$ cat src/hw/rtl/pfa_pkg.sv
// Shared types, codes and constants of the bitmap page frame allocator.
package pfa_pkg;

  // Fixed field widths
  localparam int ADDR_W    = 48;
  localparam int PAGES_W   = 17;
  localparam int CMD_W     = 2;
  localparam int CFG_IDX_W = 1;

  // Default sizing and page geometry (PAGE_BYTES is a power of two)
  localparam int PFA_MAX_PAGES  = 65536;
  localparam int PFA_WORD_BITS  = 32;
  localparam int PAGE_BYTES     = 4096;
  localparam int PAGE_SHIFT     = $clog2(PAGE_BYTES);
  // One page of map covers 8 * PAGE_BYTES pages
  localparam int MAP_PAGE_SHIFT = PAGE_SHIFT + 3;

  // Command codes
  localparam logic [CMD_W-1:0] CMD_INIT  = 2'd0;
  localparam logic [CMD_W-1:0] CMD_ALLOC = 2'd1;
  localparam logic [CMD_W-1:0] CMD_FREE  = 2'd2;

  // Configuration register indexes
  localparam logic [CFG_IDX_W-1:0] CFG_REGION_BASE  = 1'b0;
  localparam logic [CFG_IDX_W-1:0] CFG_REGION_PAGES = 1'b1;

  typedef enum logic [3:0] {
    ST_IDLE,
    ST_INIT,
    ST_SCAN,
    ST_SET,
    ST_FREE_CHK,
    ST_FREE_RNG,
    ST_FREE_DIV,
    ST_FREE_WR,
    ST_DONE
  } pfa_state_t;

  typedef struct packed {
    logic [CMD_W-1:0]  cmd;
    logic [ADDR_W-1:0] free_address;
  } pfa_cmd_t;

  typedef struct packed {
    logic [ADDR_W-1:0] page_address;
    logic              success;
  } pfa_result_t;

  typedef struct packed {
    logic idle;
    logic res_valid;
  } pfa_status_t;

endpackage

$ cat src/hw/rtl/pfa_div.sv
// Splits a page index into map word and bit position; WORD_BITS is a power of two.
module pfa_div #(
  parameter int MAX_PAGES = pfa_pkg::PFA_MAX_PAGES,
  parameter int WORD_BITS = pfa_pkg::PFA_WORD_BITS,
  localparam int MAP_WORDS = (MAX_PAGES + WORD_BITS - 1) / WORD_BITS,
  localparam int WADDR_W   = (MAP_WORDS > 1) ? $clog2(MAP_WORDS) : 1,
  localparam int PIDX_W    = $clog2(MAX_PAGES),
  localparam int BIT_W     = $clog2(WORD_BITS)
) (
  input  logic               clk,
  input  logic               rst_n,
  input  logic               start,
  input  logic [PIDX_W-1:0]  dividend,
  output logic               done,
  output logic [WADDR_W-1:0] quot,
  output logic [BIT_W-1:0]   rem
);

  logic               done_r;
  logic [WADDR_W-1:0] quot_r;
  logic [BIT_W-1:0]   rem_r;

  // Done strobe in the cycle after start
  always_ff @(posedge clk) begin
    if (!rst_n) begin
      done_r <= 1'b0;
    end else begin
      done_r <= start;
    end
  end

  // Word index is the upper page index bits, bit position the lower ones
  always_ff @(posedge clk) begin
    if (start) begin
      quot_r <= WADDR_W'(dividend >> BIT_W);
      rem_r  <= BIT_W'(dividend);
    end
  end

  assign done = done_r;
  assign quot = quot_r;
  assign rem  = rem_r;

endmodule

$ cat src/hw/rtl/pfa_ctrl.sv
// Command sequencer: init sweep, first-fit scan and free read-modify-write of the map.
module pfa_ctrl #(
  parameter int MAX_PAGES = pfa_pkg::PFA_MAX_PAGES,
  parameter int WORD_BITS = pfa_pkg::PFA_WORD_BITS,
  localparam int MAP_WORDS = (MAX_PAGES + WORD_BITS - 1) / WORD_BITS,
  localparam int WADDR_W   = (MAP_WORDS > 1) ? $clog2(MAP_WORDS) : 1
) (
  input  logic                           clk,
  input  logic                           rst_n,
  input  logic                           start,
  input  pfa_pkg::pfa_cmd_t              cmd_in,
  input  logic [pfa_pkg::ADDR_W-1:0]     region_base,
  input  logic [pfa_pkg::PAGES_W-1:0]    region_pages,
  input  logic                           res_take,
  output pfa_pkg::pfa_status_t           status,
  output pfa_pkg::pfa_result_t           result,
  output logic                           mem_we,
  output logic [WADDR_W-1:0]             mem_waddr,
  output logic [WORD_BITS-1:0]           mem_wdata,
  output logic                           mem_re,
  output logic [WADDR_W-1:0]             mem_raddr,
  input  logic [WORD_BITS-1:0]           mem_rdata
);

  import pfa_pkg::*;

  localparam int PCNT_W = $clog2(MAX_PAGES + WORD_BITS + 1);
  localparam int PIDX_W = $clog2(MAX_PAGES);
  localparam int BIT_W  = $clog2(WORD_BITS);

  // Control state
  pfa_state_t state_r, state_nxt;
  logic       map_ready_r, map_ready_nxt;
  logic       pend_r, pend_nxt;

  // Region and scan state
  logic [ADDR_W-1:0]    live_base_r, live_base_nxt;
  logic [PCNT_W-1:0]    live_pages_r, live_pages_nxt;
  logic [PCNT_W-1:0]    map_pages_r, map_pages_nxt;
  logic [ADDR_W-1:0]    free_addr_r, free_addr_nxt;
  pfa_result_t          res_r, res_nxt;
  logic [WADDR_W-1:0]   wptr_r, wptr_nxt;
  logic [PCNT_W-1:0]    wbase_r, wbase_nxt;
  logic [PCNT_W-1:0]    chk_base_r, chk_base_nxt;
  logic [WORD_BITS-1:0] hit_word_r, hit_word_nxt;
  logic [WADDR_W-1:0]   hit_addr_r, hit_addr_nxt;
  logic [BIT_W-1:0]     hit_bit_r, hit_bit_nxt;
  logic [ADDR_W-1:0]    off_r, off_nxt;
  logic                 ge_r, ge_nxt;

  // Derived values
  logic [PCNT_W-1:0]    clamp_pages;
  logic [PCNT_W-1:0]    map_pages_calc;
  logic [WORD_BITS-1:0] init_word;
  logic [BIT_W-1:0]     zero_bit;
  logic                 word_full;
  logic                 base_lt;
  logic                 in_range;
  logic [PCNT_W-1:0]    alloc_idx;
  logic [ADDR_W-1:0]    alloc_addr;

  // Offset divider
  logic               div_start;
  logic               div_done;
  logic [WADDR_W-1:0] div_quot;
  logic [BIT_W-1:0]   div_rem;

  pfa_div #(
    .MAX_PAGES (MAX_PAGES),
    .WORD_BITS (WORD_BITS)
  ) u_div (
    .clk      (clk),
    .rst_n    (rst_n),
    .start    (div_start),
    .dividend (PIDX_W'(off_r >> PAGE_SHIFT)),
    .done     (div_done),
    .quot     (div_quot),
    .rem      (div_rem)
  );

  // Page count clamp and map footprint at init
  always_comb begin
    if (32'(region_pages) > 32'(MAX_PAGES)) begin
      clamp_pages = PCNT_W'(MAX_PAGES);
    end else begin
      clamp_pages = PCNT_W'(region_pages);
    end
    map_pages_calc = PCNT_W'((32'(clamp_pages) + 32'((1 << MAP_PAGE_SHIFT) - 1))
                             >> MAP_PAGE_SHIFT);
  end

  // Init pattern: map pages and pages past the region are used
  always_comb begin
    logic [PCNT_W-1:0] bit_idx;
    for (int b = 0; b < WORD_BITS; b++) begin
      bit_idx      = wbase_r + PCNT_W'(b);
      init_word[b] = (bit_idx < map_pages_r) || (bit_idx >= live_pages_r);
    end
  end

  // Lowest clear bit of the word just read
  always_comb begin
    zero_bit = '0;
    for (int b = WORD_BITS - 1; b >= 0; b--) begin
      if (!mem_rdata[b]) begin
        zero_bit = BIT_W'(b);
      end
    end
  end

  assign word_full  = &mem_rdata;
  assign base_lt    = (wbase_r < live_pages_r);
  assign in_range   = ge_r && ((off_r >> PAGE_SHIFT) < ADDR_W'(live_pages_r));
  assign alloc_idx  = chk_base_r + PCNT_W'(hit_bit_r);
  assign alloc_addr = live_base_r + (ADDR_W'(alloc_idx) << PAGE_SHIFT);

  // Next state and memory port control
  always_comb begin
    state_nxt      = state_r;
    map_ready_nxt  = map_ready_r;
    pend_nxt       = pend_r;
    live_base_nxt  = live_base_r;
    live_pages_nxt = live_pages_r;
    map_pages_nxt  = map_pages_r;
    free_addr_nxt  = free_addr_r;
    res_nxt        = res_r;
    wptr_nxt       = wptr_r;
    wbase_nxt      = wbase_r;
    chk_base_nxt   = chk_base_r;
    hit_word_nxt   = hit_word_r;
    hit_addr_nxt   = hit_addr_r;
    hit_bit_nxt    = hit_bit_r;
    off_nxt        = off_r;
    ge_nxt         = ge_r;
    mem_we         = 1'b0;
    mem_waddr      = hit_addr_r;
    mem_wdata      = init_word;
    mem_re         = 1'b0;
    mem_raddr      = wptr_r;
    div_start      = 1'b0;

    case (state_r)
      ST_IDLE: begin
        if (start) begin
          res_nxt       = '0;
          free_addr_nxt = cmd_in.free_address;
          wptr_nxt      = '0;
          wbase_nxt     = '0;
          chk_base_nxt  = '0;
          pend_nxt      = 1'b0;
          case (cmd_in.cmd)
            CMD_INIT: begin
              live_base_nxt  = region_base;
              live_pages_nxt = clamp_pages;
              map_pages_nxt  = map_pages_calc;
              state_nxt      = ST_INIT;
            end
            CMD_ALLOC: begin
              state_nxt = map_ready_r ? ST_SCAN : ST_DONE;
            end
            CMD_FREE: begin
              state_nxt = map_ready_r ? ST_FREE_CHK : ST_DONE;
            end
            default: begin
              state_nxt = ST_DONE;
            end
          endcase
        end
      end

      // One map word per cycle over the region
      ST_INIT: begin
        if (base_lt) begin
          mem_we    = 1'b1;
          mem_waddr = wptr_r;
          mem_wdata = init_word;
          wptr_nxt  = wptr_r + 1'b1;
          wbase_nxt = wbase_r + PCNT_W'(WORD_BITS);
        end else begin
          map_ready_nxt = 1'b1;
          state_nxt     = ST_DONE;
        end
      end

      // Streamed reads; each cycle checks the word read the cycle before
      ST_SCAN: begin
        if (pend_r && !word_full) begin
          hit_word_nxt = mem_rdata;
          hit_addr_nxt = wptr_r - 1'b1;
          hit_bit_nxt  = zero_bit;
          state_nxt    = ST_SET;
        end else begin
          if (pend_r) begin
            chk_base_nxt = chk_base_r + PCNT_W'(WORD_BITS);
          end
          if (base_lt) begin
            mem_re    = 1'b1;
            mem_raddr = wptr_r;
            wptr_nxt  = wptr_r + 1'b1;
            wbase_nxt = wbase_r + PCNT_W'(WORD_BITS);
            pend_nxt  = 1'b1;
          end else begin
            // No free page in the region
            pend_nxt  = 1'b0;
            state_nxt = ST_DONE;
          end
        end
      end

      ST_SET: begin
        mem_we               = 1'b1;
        mem_waddr            = hit_addr_r;
        mem_wdata            = hit_word_r | (WORD_BITS'(1) << hit_bit_r);
        res_nxt.page_address = alloc_addr;
        res_nxt.success      = 1'b1;
        state_nxt            = ST_DONE;
      end

      ST_FREE_CHK: begin
        ge_nxt    = (free_addr_r >= live_base_r);
        off_nxt   = free_addr_r - live_base_r;
        state_nxt = ST_FREE_RNG;
      end

      ST_FREE_RNG: begin
        if (in_range) begin
          div_start = 1'b1;
          state_nxt = ST_FREE_DIV;
        end else begin
          state_nxt = ST_DONE;
        end
      end

      ST_FREE_DIV: begin
        if (div_done) begin
          mem_re       = 1'b1;
          mem_raddr    = div_quot;
          hit_addr_nxt = div_quot;
          hit_bit_nxt  = div_rem;
          state_nxt    = ST_FREE_WR;
        end
      end

      ST_FREE_WR: begin
        mem_we          = 1'b1;
        mem_waddr       = hit_addr_r;
        mem_wdata       = mem_rdata & ~(WORD_BITS'(1) << hit_bit_r);
        res_nxt.success = 1'b1;
        state_nxt       = ST_DONE;
      end

      ST_DONE: begin
        if (res_take) begin
          state_nxt = ST_IDLE;
        end
      end

      default: begin
        state_nxt = ST_IDLE;
      end
    endcase
  end

  // Control registers
  always_ff @(posedge clk) begin
    if (!rst_n) begin
      state_r     <= ST_IDLE;
      map_ready_r <= 1'b0;
      pend_r      <= 1'b0;
    end else begin
      state_r     <= state_nxt;
      map_ready_r <= map_ready_nxt;
      pend_r      <= pend_nxt;
    end
  end

  // Datapath registers
  always_ff @(posedge clk) begin
    live_base_r  <= live_base_nxt;
    live_pages_r <= live_pages_nxt;
    map_pages_r  <= map_pages_nxt;
    free_addr_r  <= free_addr_nxt;
    res_r        <= res_nxt;
    wptr_r       <= wptr_nxt;
    wbase_r      <= wbase_nxt;
    chk_base_r   <= chk_base_nxt;
    hit_word_r   <= hit_word_nxt;
    hit_addr_r   <= hit_addr_nxt;
    hit_bit_r    <= hit_bit_nxt;
    off_r        <= off_nxt;
    ge_r         <= ge_nxt;
  end

  assign status.idle      = (state_r == ST_IDLE);
  assign status.res_valid = (state_r == ST_DONE);
  assign result           = res_r;

endmodule

$ cat config.mk
export PLATFORM = sky130hd
export DESIGN_NAME = pfa_ctrl
export DESIGN_NICKNAME = d
export VERILOG_FILES = /design/src/hw/rtl/pfa_pkg.sv /design/src/hw/rtl/pfa_div.sv /design/src/hw/rtl/pfa_ctrl.sv
export SDC_FILE = /design/constraint.sdc
export NUM_CORES = 1
export LEC_CHECK = 0
export BUFFER_PORTS_ARGS = -buffer_cell sky130_fd_sc_hd__clkbuf_2
export CAP_MARGIN = 20
export CELL_PAD_IN_SITES_DETAIL_PLACEMENT = 1
export CELL_PAD_IN_SITES_GLOBAL_PLACEMENT = 1
export CORE_MARGIN = 1
export CORE_UTILIZATION = 49
export CTS_CLUSTER_DIAMETER = 200
export DETAILED_ROUTE_END_ITERATION = 12
export PLACE_DENSITY = 0.83
export SYNTH_ARGS = -nofsm -noshare
export SYNTH_HDL_FRONTEND = slang
export SYNTH_SLANG_ARGS = --single-unit
$ cat constraint.sdc
create_clock -name clk -period 20.4 [get_ports clk]
set_input_delay 6.12 -clock clk [delete_from_list [all_inputs] [get_ports clk]]
set_output_delay 6.12 -clock clk [all_outputs]
set_load 0.005 [all_outputs]
==> run metrics, run 1 <==
Post-CTS Setup Bufs=0; clk buf depth=3; Routed WL per cell=22.9 microns; count leader, synth=edfxtp_1; Slew @ Worst Pin=between 1 and 1.5 ns; Async S/R FF share, synth=0; peak supply drop=0.0000506 V; pre-CTS WS=6.47 ns; clock sinks=308; Area growth, synth to finish=17.4%; Hold Fails Final Rpt=0; global placement routability congestion=0.907; initial antenna violation count=7; Clk Latency, worst-skew pair=0.54 ns; Pre-Repair DR Iteration Count=5; Rel. slew slack=0.237; Starting Density=0.497; clock root buffer=clkbuf_16; sequential power share=0.447; post-route worst setup slack=~6.4 ns; Clock Skews=0.0104 ns; Commonest cells post-synth=edfxtp_1 (301), nor2_1 (178), nand2_1 (129); vias in the first global route=14900; syn_area_per_cell=10.6 sq um; commonest register cell after synthesis=edfxtp_1; port buffer count=257; CP max stage delay=0.42 ns; DR iter-0 viols=1053; Synth Instances=approximately 1600; top cells by area, synth=edfxtp_1 (53%), ha_1 (7.2%), nor2_1 (3.9%); Via density=approximately 6.0; die area=0.0357 sq mm; clock slew at reported path FFs=0.06 ns; Synth top area share=0.528; NetSw=0.000478 W; Cell Chain, Critical Path=clkbuf_2 > nand2_1 > or3_1 > nor3_1 > nand2b_1 > nand2_1 > nand3_1 > nand2_1 > clkbuf_2; max_cap viols=0; Worst Setup Start Kind=input pin; Cell Pwr Density=86.6 mW/mm^2; share of the cycle needed by the critical path after routing=0.686; GRT Total Usage=0.298; Yosys top cell by area=edfxtp_1; outcome=completed; DRC=0; P_int=0.00126 W; Die H=189 microns; number of synthesized flops with an enable pin=301; core footprint=between 0.03 and 0.04 sq mm; Max FO, Critical Path=6; Min-Delay Path Class=reg -> reg; fill count=3754; CP Data Required Time=14.28 ns; largest net degree at the start of global routing=79; Synth Register Bits=308; Synth Cell Area=~0.017 sq mm; htree depth=2; num rows=68; library cells used by synthesis=78; CTS Hold Bufs=0; antenna-violating nets left=0; Syn Nets=1867; Yosys Warn Count=0; vias=14100; share of cells above drive strength 1=0.194; crit path time final=14.00 ns; Clock Power Share=0.382; die width=approximately 190 microns; CP arrival=a little under 8 ns; Fin Setup TNS=0 ns; Post-DP HPWL=roughly 39 mm; RSZ-0062 raised after global routing=false; Final Slew Violations=0; Setup CP Type=in -> out; Hold Slack=0.461 ns; io pins=about 260; Remaining Overflow, GRT=0; global-route wire length before repair=82.6 mm; Comb pwr share=0.170; routed wire length=53.9 mm; Seq/Total Area, Yosys=0.536; CTS tree=done; CTS Buf Count=37; Critical Path Most Common Cell=nand2_1; Buf/Inv on CP=2; Layout Nets=around 2100; final setup vio count=0; CTS resizes=0; FMAX=71.5 MHz; CP Capture Type=primary output; cell family with most CP delay=simple AND/OR/NAND/NOR gates; switching share of power=0.275; P_leak=7.88 nW; slowest CP cell=or3_1
## registers in the layout (all words and copies together) (netlist names), 12 cells and up
register and flops:
chk_base_r 12, free_addr_r 48, wbase_r 12, result 49
live_pages_r 17, hit_word_r 32, off_r 36, live_base_r 48
## cells in the final DEF (no fill, tap or decap), types with 8 or more instances in the layout
cell	count
a21oi_1	117
clkinv_1	10
and2_1	17
nor4_1	17
o21ai_0	113
nor3_1	34
ha_1	99
edfxtp_1	301
nand2b_1	17
buf_4	8
or3_1	13
a21o_1	25
o21a_1	12
a31oi_1	35
clkbuf_16	39
xnor2_1	66
o31ai_1	8
nand4_1	30
mux2_2	21
nand2_1	128
xor2_1	32
inv_1	102
clkbuf_2	257
nor2_1	176
nand3_1	37
o22ai_1	10
nor2b_1	19
## worst paths after layout
kind | from | endpoint | slack (ns) | cells after the start
worst min-delay path | off_r[14] | u_div.rem[2] | 0.46 | 0
worst min register to register | off_r[14] | u_div.rem[2] | 0.46 | 0
worst max register to register | hit_bit_r[1] | result[43] | 16.20 | 11
worst max-delay path | mem_rdata[25] | mem_re | 6.40 | 9
## cells by family (layout without fill, tap and decap cells)
kind of cell	after synthesis	in the layout	synth area share
adder cells (fa/ha/maj)	100	100	0.0736
multiplexers	24	24	0.0156
AND/OR/NAND/NOR	533	533	0.148
buffers and inverters	159	434	0.0355
AO/OA/AOI/OAI	393	393	0.141
XOR/XNOR	98	98	0.0502
flip-flops	308	308	0.536
other	1	8	0.000219
## per-layer routing
layer	GRT usage	wire length (microns)	vias up
met1	0.369	21600	6994
met4	0.127	1950	2
met2	0.517	26900	561
met3	0.0471	3420	140
met5	0	13	-
li1	-	-	6445
## area by class of cell
cell class / instances / area [sq um] / area share
sequential: 308 / 9180 / 0.457
multi-input combinational: 1149 / 7360 / 0.367
timing repair buffer: 266 / 1370 / 0.0680
clock buffer: 45 / 998 / 0.0497
tap: 455 / 569 / 0.0283
inverter: 104 / 390 / 0.0194
clock inverter: 19 / 195 / 0.00972
antenna: 7 / 17.5 / 0.000872
## worst reg2reg max path, stage by stage (launching register included)
cell and delay [ns]:
edfxtp_1 0.57, inv_1 0.20, fa_1 0.43, and2b_1 0.27, o31a_1 0.24, o2111ai_1 0.24, a311oi_2 0.46, a311oi_1 0.23
nor3_2 0.66, nand3_1 0.25, xnor2_1 0.26, nor2_1 0.09
## power groups by stage
stage          registers (W)  logic [W]  clock network, W
2_1_floorplan       0.000779   0.000181                 0
6_report            0.000778   0.000296          0.000665
3_5_place_dp        0.000790   0.000288                 0
4_1_cts             0.000778   0.000293          0.000671
3_3_place_gp        0.000787   0.000273                 0
5_1_grt             0.000781   0.000322          0.000692
## per-stage QoR
step	util	std cells	power [W]	area, sq um
final	0.583	2353	0.00174	20100
after global routing	0.583	2352	0.00180	20100
after CTS	0.582	2345	0.00174	20000
after detailed placement	0.547	2281	0.00108	18900
after global placement	0.547	2281	0.00106	18900
after floorplan	-	1616	0.000960	17100
Note: power is estimated with default switching activity, not from simulation.
==> run 2: changes to the inputs <==
ABC_AREA = 1   (was unset)
CORE_UTILIZATION = 40   (was 49)
PLACE_DENSITY = 0.74   (was 0.83)
clock period = 12.2 ns   (was 20.4 ns; I/O delays follow)
==> run metrics, run 2 <==
Yosys Warn Count=0 (unchanged); DR iter-0 viols=732 (-30%); WL met2=27.5 mm (+2.1%); R2R cell count=18 (+7); RSZ-0062 raised after global routing=false; Slew @ Worst Pin=1.08 ns (-0.0654 ns); port buffer count=257 (unchanged); largest net degree at the start of global routing=69 (-13%); Hold Path Depth=0 (unchanged); syn_area_per_cell=9.31 sq um (-12%); Max FO, Critical Path=4 (-2); Cell Pwr Density=146 mW/mm^2 (+69%); library cells used by synthesis=58 (-26%); Hold Slack=0.459 ns (-0.00149 ns); sequential power share=0.431 (-0.016); CTS Buf Count=38 (+2.7%); hold worst-path end=u_div.quot[0]; Comb pwr share=0.193 (+0.023); crit path time final=just under 10 ns; Hold Fails Final Rpt=0 (unchanged); hold path start=off_r[17]; Synth Cell Area=0.0174 sq mm (+1.9%); wl on met1=23.4 mm (+8.1%); clock slew at reported path FFs=0.06 ns (about the same); share of the cycle needed by the critical path after routing=0.791; Clock Skews=0.0131 ns (+0.00269 ns); Via density=5.29 (-12%); slowest CP cell=nor4_1; count leader, synth=nand2_1; Min-Delay Path Class=reg -> reg; FMAX=104 MHz; switching share of power=0.294 (+0.0189); die width=211 microns (+12%); max reg flops=49 (unchanged); Area growth, synth to finish=18.5%; number of synthesized flops with an enable pin=301 (unchanged); Post-CTS Setup Bufs=0 (unchanged); Seq/Total Area, Yosys=0.526 (-0.0101); Syn Nets=2125 (+14%); Cell Chain, Critical Path=clkbuf_2 > nand2_1 > nor2_1 > inv_1 > nor4_1 > nand4_1 > nand2_1 > inv_1 > nor2_1 > inv_1 > o21ai_0 > clkbuf_2; CTS tree=done; Post-DP HPWL=42.4 mm (+8.6%); share of cells above drive strength 1=0.171 (-0.0235); core footprint=0.0431 sq mm (+25%); htree depth=2 (unchanged); global placement routability congestion=0.907 (about the same); peak supply drop=0.0000951 V (+88%); Layout Nets=2397 (+13%); initial antenna violation count=3 (-4); Synth Instances=1874 (+16%); Clock Power Share=0.375 (-0.007); io pins=258 (unchanged); num rows=76 (+12%); clock root buffer=clkbuf_16; Die H=211 microns (+12%); P_int=0.00213 W (+69%); Rel. slew slack=0.278 (+0.0418); Final Slew Violations=0 (unchanged); vias=14600 (+3.3%); pre-CTS WS=2.66 ns (-3.81 ns); CTS Hold Bufs=0 (unchanged); Remaining Overflow, GRT=0 (unchanged); Commonest cells post-synth=nand2_1 (320), edfxtp_1 (301), inv_1 (255); CP max stage delay=0.45 ns (+0.03 ns); commonest register cell after synthesis=edfxtp_1; GRT Total Usage=0.248 (-0.0505); Fin Setup TNS=0 ns (unchanged); vias in the first global route=15300 (+3.2%); CP Data Required Time=8.54 ns (-5.74 ns); global-route wire length before repair=84.8 mm (+2.7%); CTS resizes=0 (unchanged); Top Layer Used=met5; CP Capture Type=primary output; Starting Density=0.405 (-0.0917); max_cap viols=0 (unchanged); Setup CP Type=in -> out; DRC=0 (unchanged); Yosys top cell by area=edfxtp_1; antenna-violating nets left=0 (unchanged); Synth Register Bits=308 (unchanged); FF-to-FF End=result[48]; final setup vio count=0 (unchanged); Async S/R FF share, synth=0 (unchanged); Critical Path Most Common Cell=inv_1; die area=0.0444 sq mm (+25%); clk buf depth=3 (unchanged); met3 routed WL=2.14 mm (-38%); most frequent cells in the layout=nand2_1 (319), edfxtp_1 (301), clkbuf_2 (257); NetSw=0.000886 W (+86%); clock sinks=308 (unchanged); Worst Setup Start Kind=input pin; P_leak=8.70 nW (+11%); r2r setup slk=8.27 ns (-7.93 ns); Pre-Repair DR Iteration Count=4 (-1); Synth top area share=0.518 (-0.00997); CP arrival=5.99 ns (-1.89 ns); Routed WL per cell=19.8 microns (-14%); post-route worst setup slack=2.55 ns (-3.86 ns); most common cell after layout, fill and taps aside=nand2_1; launch point of the worst reg-to-reg path=hit_bit_r[4]; top cells by area, synth=edfxtp_1 (52%), ha_1 (7.1%), nand2_1 (6.9%); Clk Latency, worst-skew pair=0.56 ns (+0.02 ns); outcome=completed; routed wire length=54.7 mm (+1.4%)
[run 2: routing by layer]
layer	global-route usage	vias up
met1	0.309	7110
met5	0	-
met4	0.0890	2
li1	-	7073
met2	0.439	330
met3	0.0321	92
[run 2: logic make-up after synthesis]
family / count (synthesis) / share of synthesized area
AOI/OAI and AO/OA: 438 / 0.147
xor gates and xnor gates: 49 / 0.0246
adders and majority gates: 100 / 0.0722
buffers and inverters: 300 / 0.0649
DFF: 308 / 0.526
muxes: 2 / 0.00129
other: 1 / 0.000215
and+or+nand+nor: 676 / 0.163
[run 2: power groups by stage]
stage                     Sequential [W]  Combinational (W)  Clock (W)
final                            0.00130           0.000584    0.00113
after global routing             0.00131           0.000654    0.00118
after CTS                        0.00130           0.000591    0.00116
after detailed placement         0.00132           0.000587          0
after global placement           0.00132           0.000569          0
after floorplan                  0.00131           0.000357          0
[run 2: metrics by stage]
| stage | std cells | area (sq um) | total power [W] | utilization |
|---|---|---|---|---|
| finish | 2762 | 20700 | 0.00302 | 0.480 |
| global route | 2761 | 20700 | 0.00315 | 0.480 |
| CTS | 2760 | 20700 | 0.00305 | 0.480 |
| detailed placement | 2691 | 19400 | 0.00191 | 0.451 |
| global placement | 2690 | 19400 | 0.00189 | 0.451 |
| floorplan | 1874 | 17400 | 0.00167 | - |
[run 2: critical path, delay by kind of cell]
family | cells | cell delay [ns]
AO/OA/AOI/OAI | 1 | 0.27
buffers and inverters | 5 | 0.51
AND/OR/NAND/NOR | 6 | 1.55
[run 2: how the worst max path moves through the flow]
stage	from	to	slack, ns	cells after the start
3_5_place_dp	mem_rdata[6]	mem_re	2.66	12
3_3_place_gp	mem_rdata[7]	mem_re	2.69	12
2_1_floorplan	mem_rdata[7]	mem_re	3.73	10
6_report	mem_rdata[6]	mem_re	2.55	12
4_1_cts	mem_rdata[6]	mem_re	2.62	12
5_1_grt	mem_rdata[6]	mem_re	2.43	12
[run 2: layout make-up]
type,instances,area [sq um]
flip-flops and latches,308,9180
fillers,5004,22400
inverters,265,997
multi-input cells,1266,7170
well taps,585,732
clock buffers,44,995
clock inverters,25,229
repair buffers,267,1360
diodes,2,5.00
==> run 3: changes to the inputs <==
clock period = 8.3 ns   (was 12.2 ns; I/O delays follow)
==> run metrics, run 3 (synthesized netlist as in run 2, its figures left out) <==
outcome=completed; most frequent cells in the layout=nand2_1 (319), edfxtp_1 (301), clkbuf_2 (257); Post-CTS Setup Bufs=0 (unchanged); RSZ-0062 raised after global routing=false; htree depth=2 (unchanged); Fin Setup TNS=0 ns (unchanged); Buf/Inv on CP=4 (-1); die area=0.0444 sq mm (unchanged); fill count=5036 (+0.64%); Critical Path Most Common Cell=nand2_1; P_leak=8.76 nW (+0.61%); antenna-violating nets left=0 (unchanged); Remaining Overflow, GRT=0 (unchanged); Cell Chain, Critical Path=clkbuf_2 > nand2_1 > nor2_1 > nand2_1 > nor4_1 > nand4_1 > nand2_1 > inv_1 > nor2_1 > inv_1 > o21ai_0 > clkbuf_2; DRC=0 (unchanged); Rel. slew slack=0.217 (-0.0611); CTS resizes=0 (unchanged); Clock Skews=0.0114 ns (-0.00175 ns); peak supply drop=0.000171 V (+80%); Tot Pwr=0.00460 W (+52%); Layout Nets=2397 (unchanged); vias=14600 (-0.10%); Area growth, synth to finish=19.3%; cell family with most CP delay=simple AND/OR/NAND/NOR gates; Post-DP HPWL=41.9 mm (-1.1%); CP arrival=4.87 ns (-1.12 ns); global placement routability congestion=0.911 (+0.41%); Max FO, Critical Path=4 (unchanged); clock root buffer=clkbuf_16; Cell Pwr Density=221 mW/mm^2 (+51%); pre-CTS WS=0.965 ns (-1.69 ns); # diodes=0 (-2); num rows=76 (unchanged); largest net degree at the start of global routing=56 (-19%); Final Slew Violations=0 (unchanged); register cell area after layout=0.00918 sq mm (unchanged); max reg flops=49 (unchanged); area of the multi-input gates=0.00717 sq mm (unchanged); initial antenna violation count=1 (-2); FMAX=approximately 140 MHz; CTS Hold Bufs=0 (unchanged); Worst Setup Start Kind=input pin; Die H=211 microns (unchanged); io pins=258 (unchanged); CTS tree=done; die width=211 microns (unchanged); CP Data Required Time=5.81 ns (-2.73 ns); share of the cycle needed by the critical path after routing=0.887; Hold Fails Final Rpt=0 (unchanged); most common cell after layout, fill and taps aside=nand2_1; Min-Delay Path Class=reg -> reg; CP Capture Type=primary output; share of cells above drive strength 1=0.172 (+0.00130); Pre-Repair DR Iteration Count=5 (+1); max_cap viols=0 (unchanged); Starting Density=0.405 (unchanged); Clk Latency, worst-skew pair=0.57 ns (about the same); Non-Filler Instances=2761 (-0.036%); port buffer count=257 (unchanged); Placed Instances=2690 (-0.037%); clock sinks=308 (unchanged); vias in the first global route=15200 (-1.1%); global-route wire length before repair=83.3 mm (-1.7%); post-layout util=0.483 (+0.00320); DR iter-0 viols=761 (+4.0%); Slew @ Worst Pin=1.17 ns (+0.0900 ns); CTS Buf Count=38 (unchanged); Routed WL per cell=19.7 microns (-0.47%); GRT Total Usage=0.245 (-0.00292); post-route worst setup slack=0.939 ns (-1.61 ns); slowest CP cell=nor4_1; Setup CP Type=in -> out; final setup vio count=0 (unchanged); Via density=5.29 (about the same); clock slew at reported path FFs=0.06 ns (about the same); crit path time final=7.36 ns; core footprint=0.0431 sq mm (unchanged); CP max stage delay=0.48 ns (+0.03 ns); clk buf depth=3 (unchanged); routed wire length=54.4 mm (-0.50%)
-- run 3: changes by cell type in the layout (fill, tap and decap cells not counted), moves of 2 or more --
cell       previous run  this run
bufinv_16             4         9
clkinv_2              9         5
clkinv_1             11         7
diode_2               2         0
clkbuf_1              5         7
-- run 3: power by group --
| part | switching [W] | internal, W | leakage [nW] |
|---|---|---|---|
| registers | 0.0000671 | 0.00185 | 2.90 |
| clock network | 0.000692 | 0.00113 | 0.644 |
| logic | 0.000557 | 0.000305 | 5.21 |
| total | 0.00132 | 0.00328 | 8.76 |
-- run 3: path summary, 6_finish.rpt --
| check | startpoint | endpoint | slack [ns] | cells past startpoint |
|---|---|---|---|---|
| worst max register to register | hit_bit_r[4] | result[44] | 4.34 | 18 |
| worst min register to register | off_r[17] | u_div.quot[0] | 0.45 | 0 |
| worst min-delay path | off_r[17] | u_div.quot[0] | 0.45 | 0 |
| worst max-delay path | mem_rdata[15] | mem_re | 0.94 | 12 |
-- run 3: through the flow --
step,cell area (sq um),hold slack [ns]
after floorplan,17400,0.421
after global placement,19400,0.437
after detailed placement,19400,0.441
after CTS,20800,0.461
after global routing,20800,0.476
final,20800,0.453
-- run 3: area by class of cell --
| type | count | area share |
|---|---|---|
| clock inverter | 25 | 0.0181 |
| timing repair buffer | 267 | 0.0660 |
| clock buffer | 45 | 0.0470 |
| tap | 585 | 0.0352 |
| inverter | 265 | 0.0479 |
| multi-input combinational | 1266 | 0.345 |
| sequential | 308 | 0.441 |
-- run 3: layer usage --
metal  share of wire  GRT usage  routed length (microns)  up-vias
met1            0.42      0.306                    22800     7068
met2            0.51      0.435                    27600      361
met4           0.027     0.0757                     1480        2
met3           0.045     0.0367                     2430       90
met5         0.00024          0                       13        -
li1                -          -                        -     7071
-- run 3: worst reg2reg max path, cell delays in order (launching register included) --
cell and delay [ns]:
edfxtp_1 0.68, ha_1 0.57, nand2_1 0.10, o21ai_2 0.29, nand4_1 0.15, nand2_1 0.12
nand2_1 0.07, inv_2 0.06, nor2_1 0.06, o21bai_4 0.16, a21oi_2 0.10, o21ai_2 0.34
nand2_2 0.14, nor3_2 0.23, nand2_1 0.12, clkinv_1 0.11, nand2_1 0.09, o21ai_1 0.20
a21oi_1 0.10
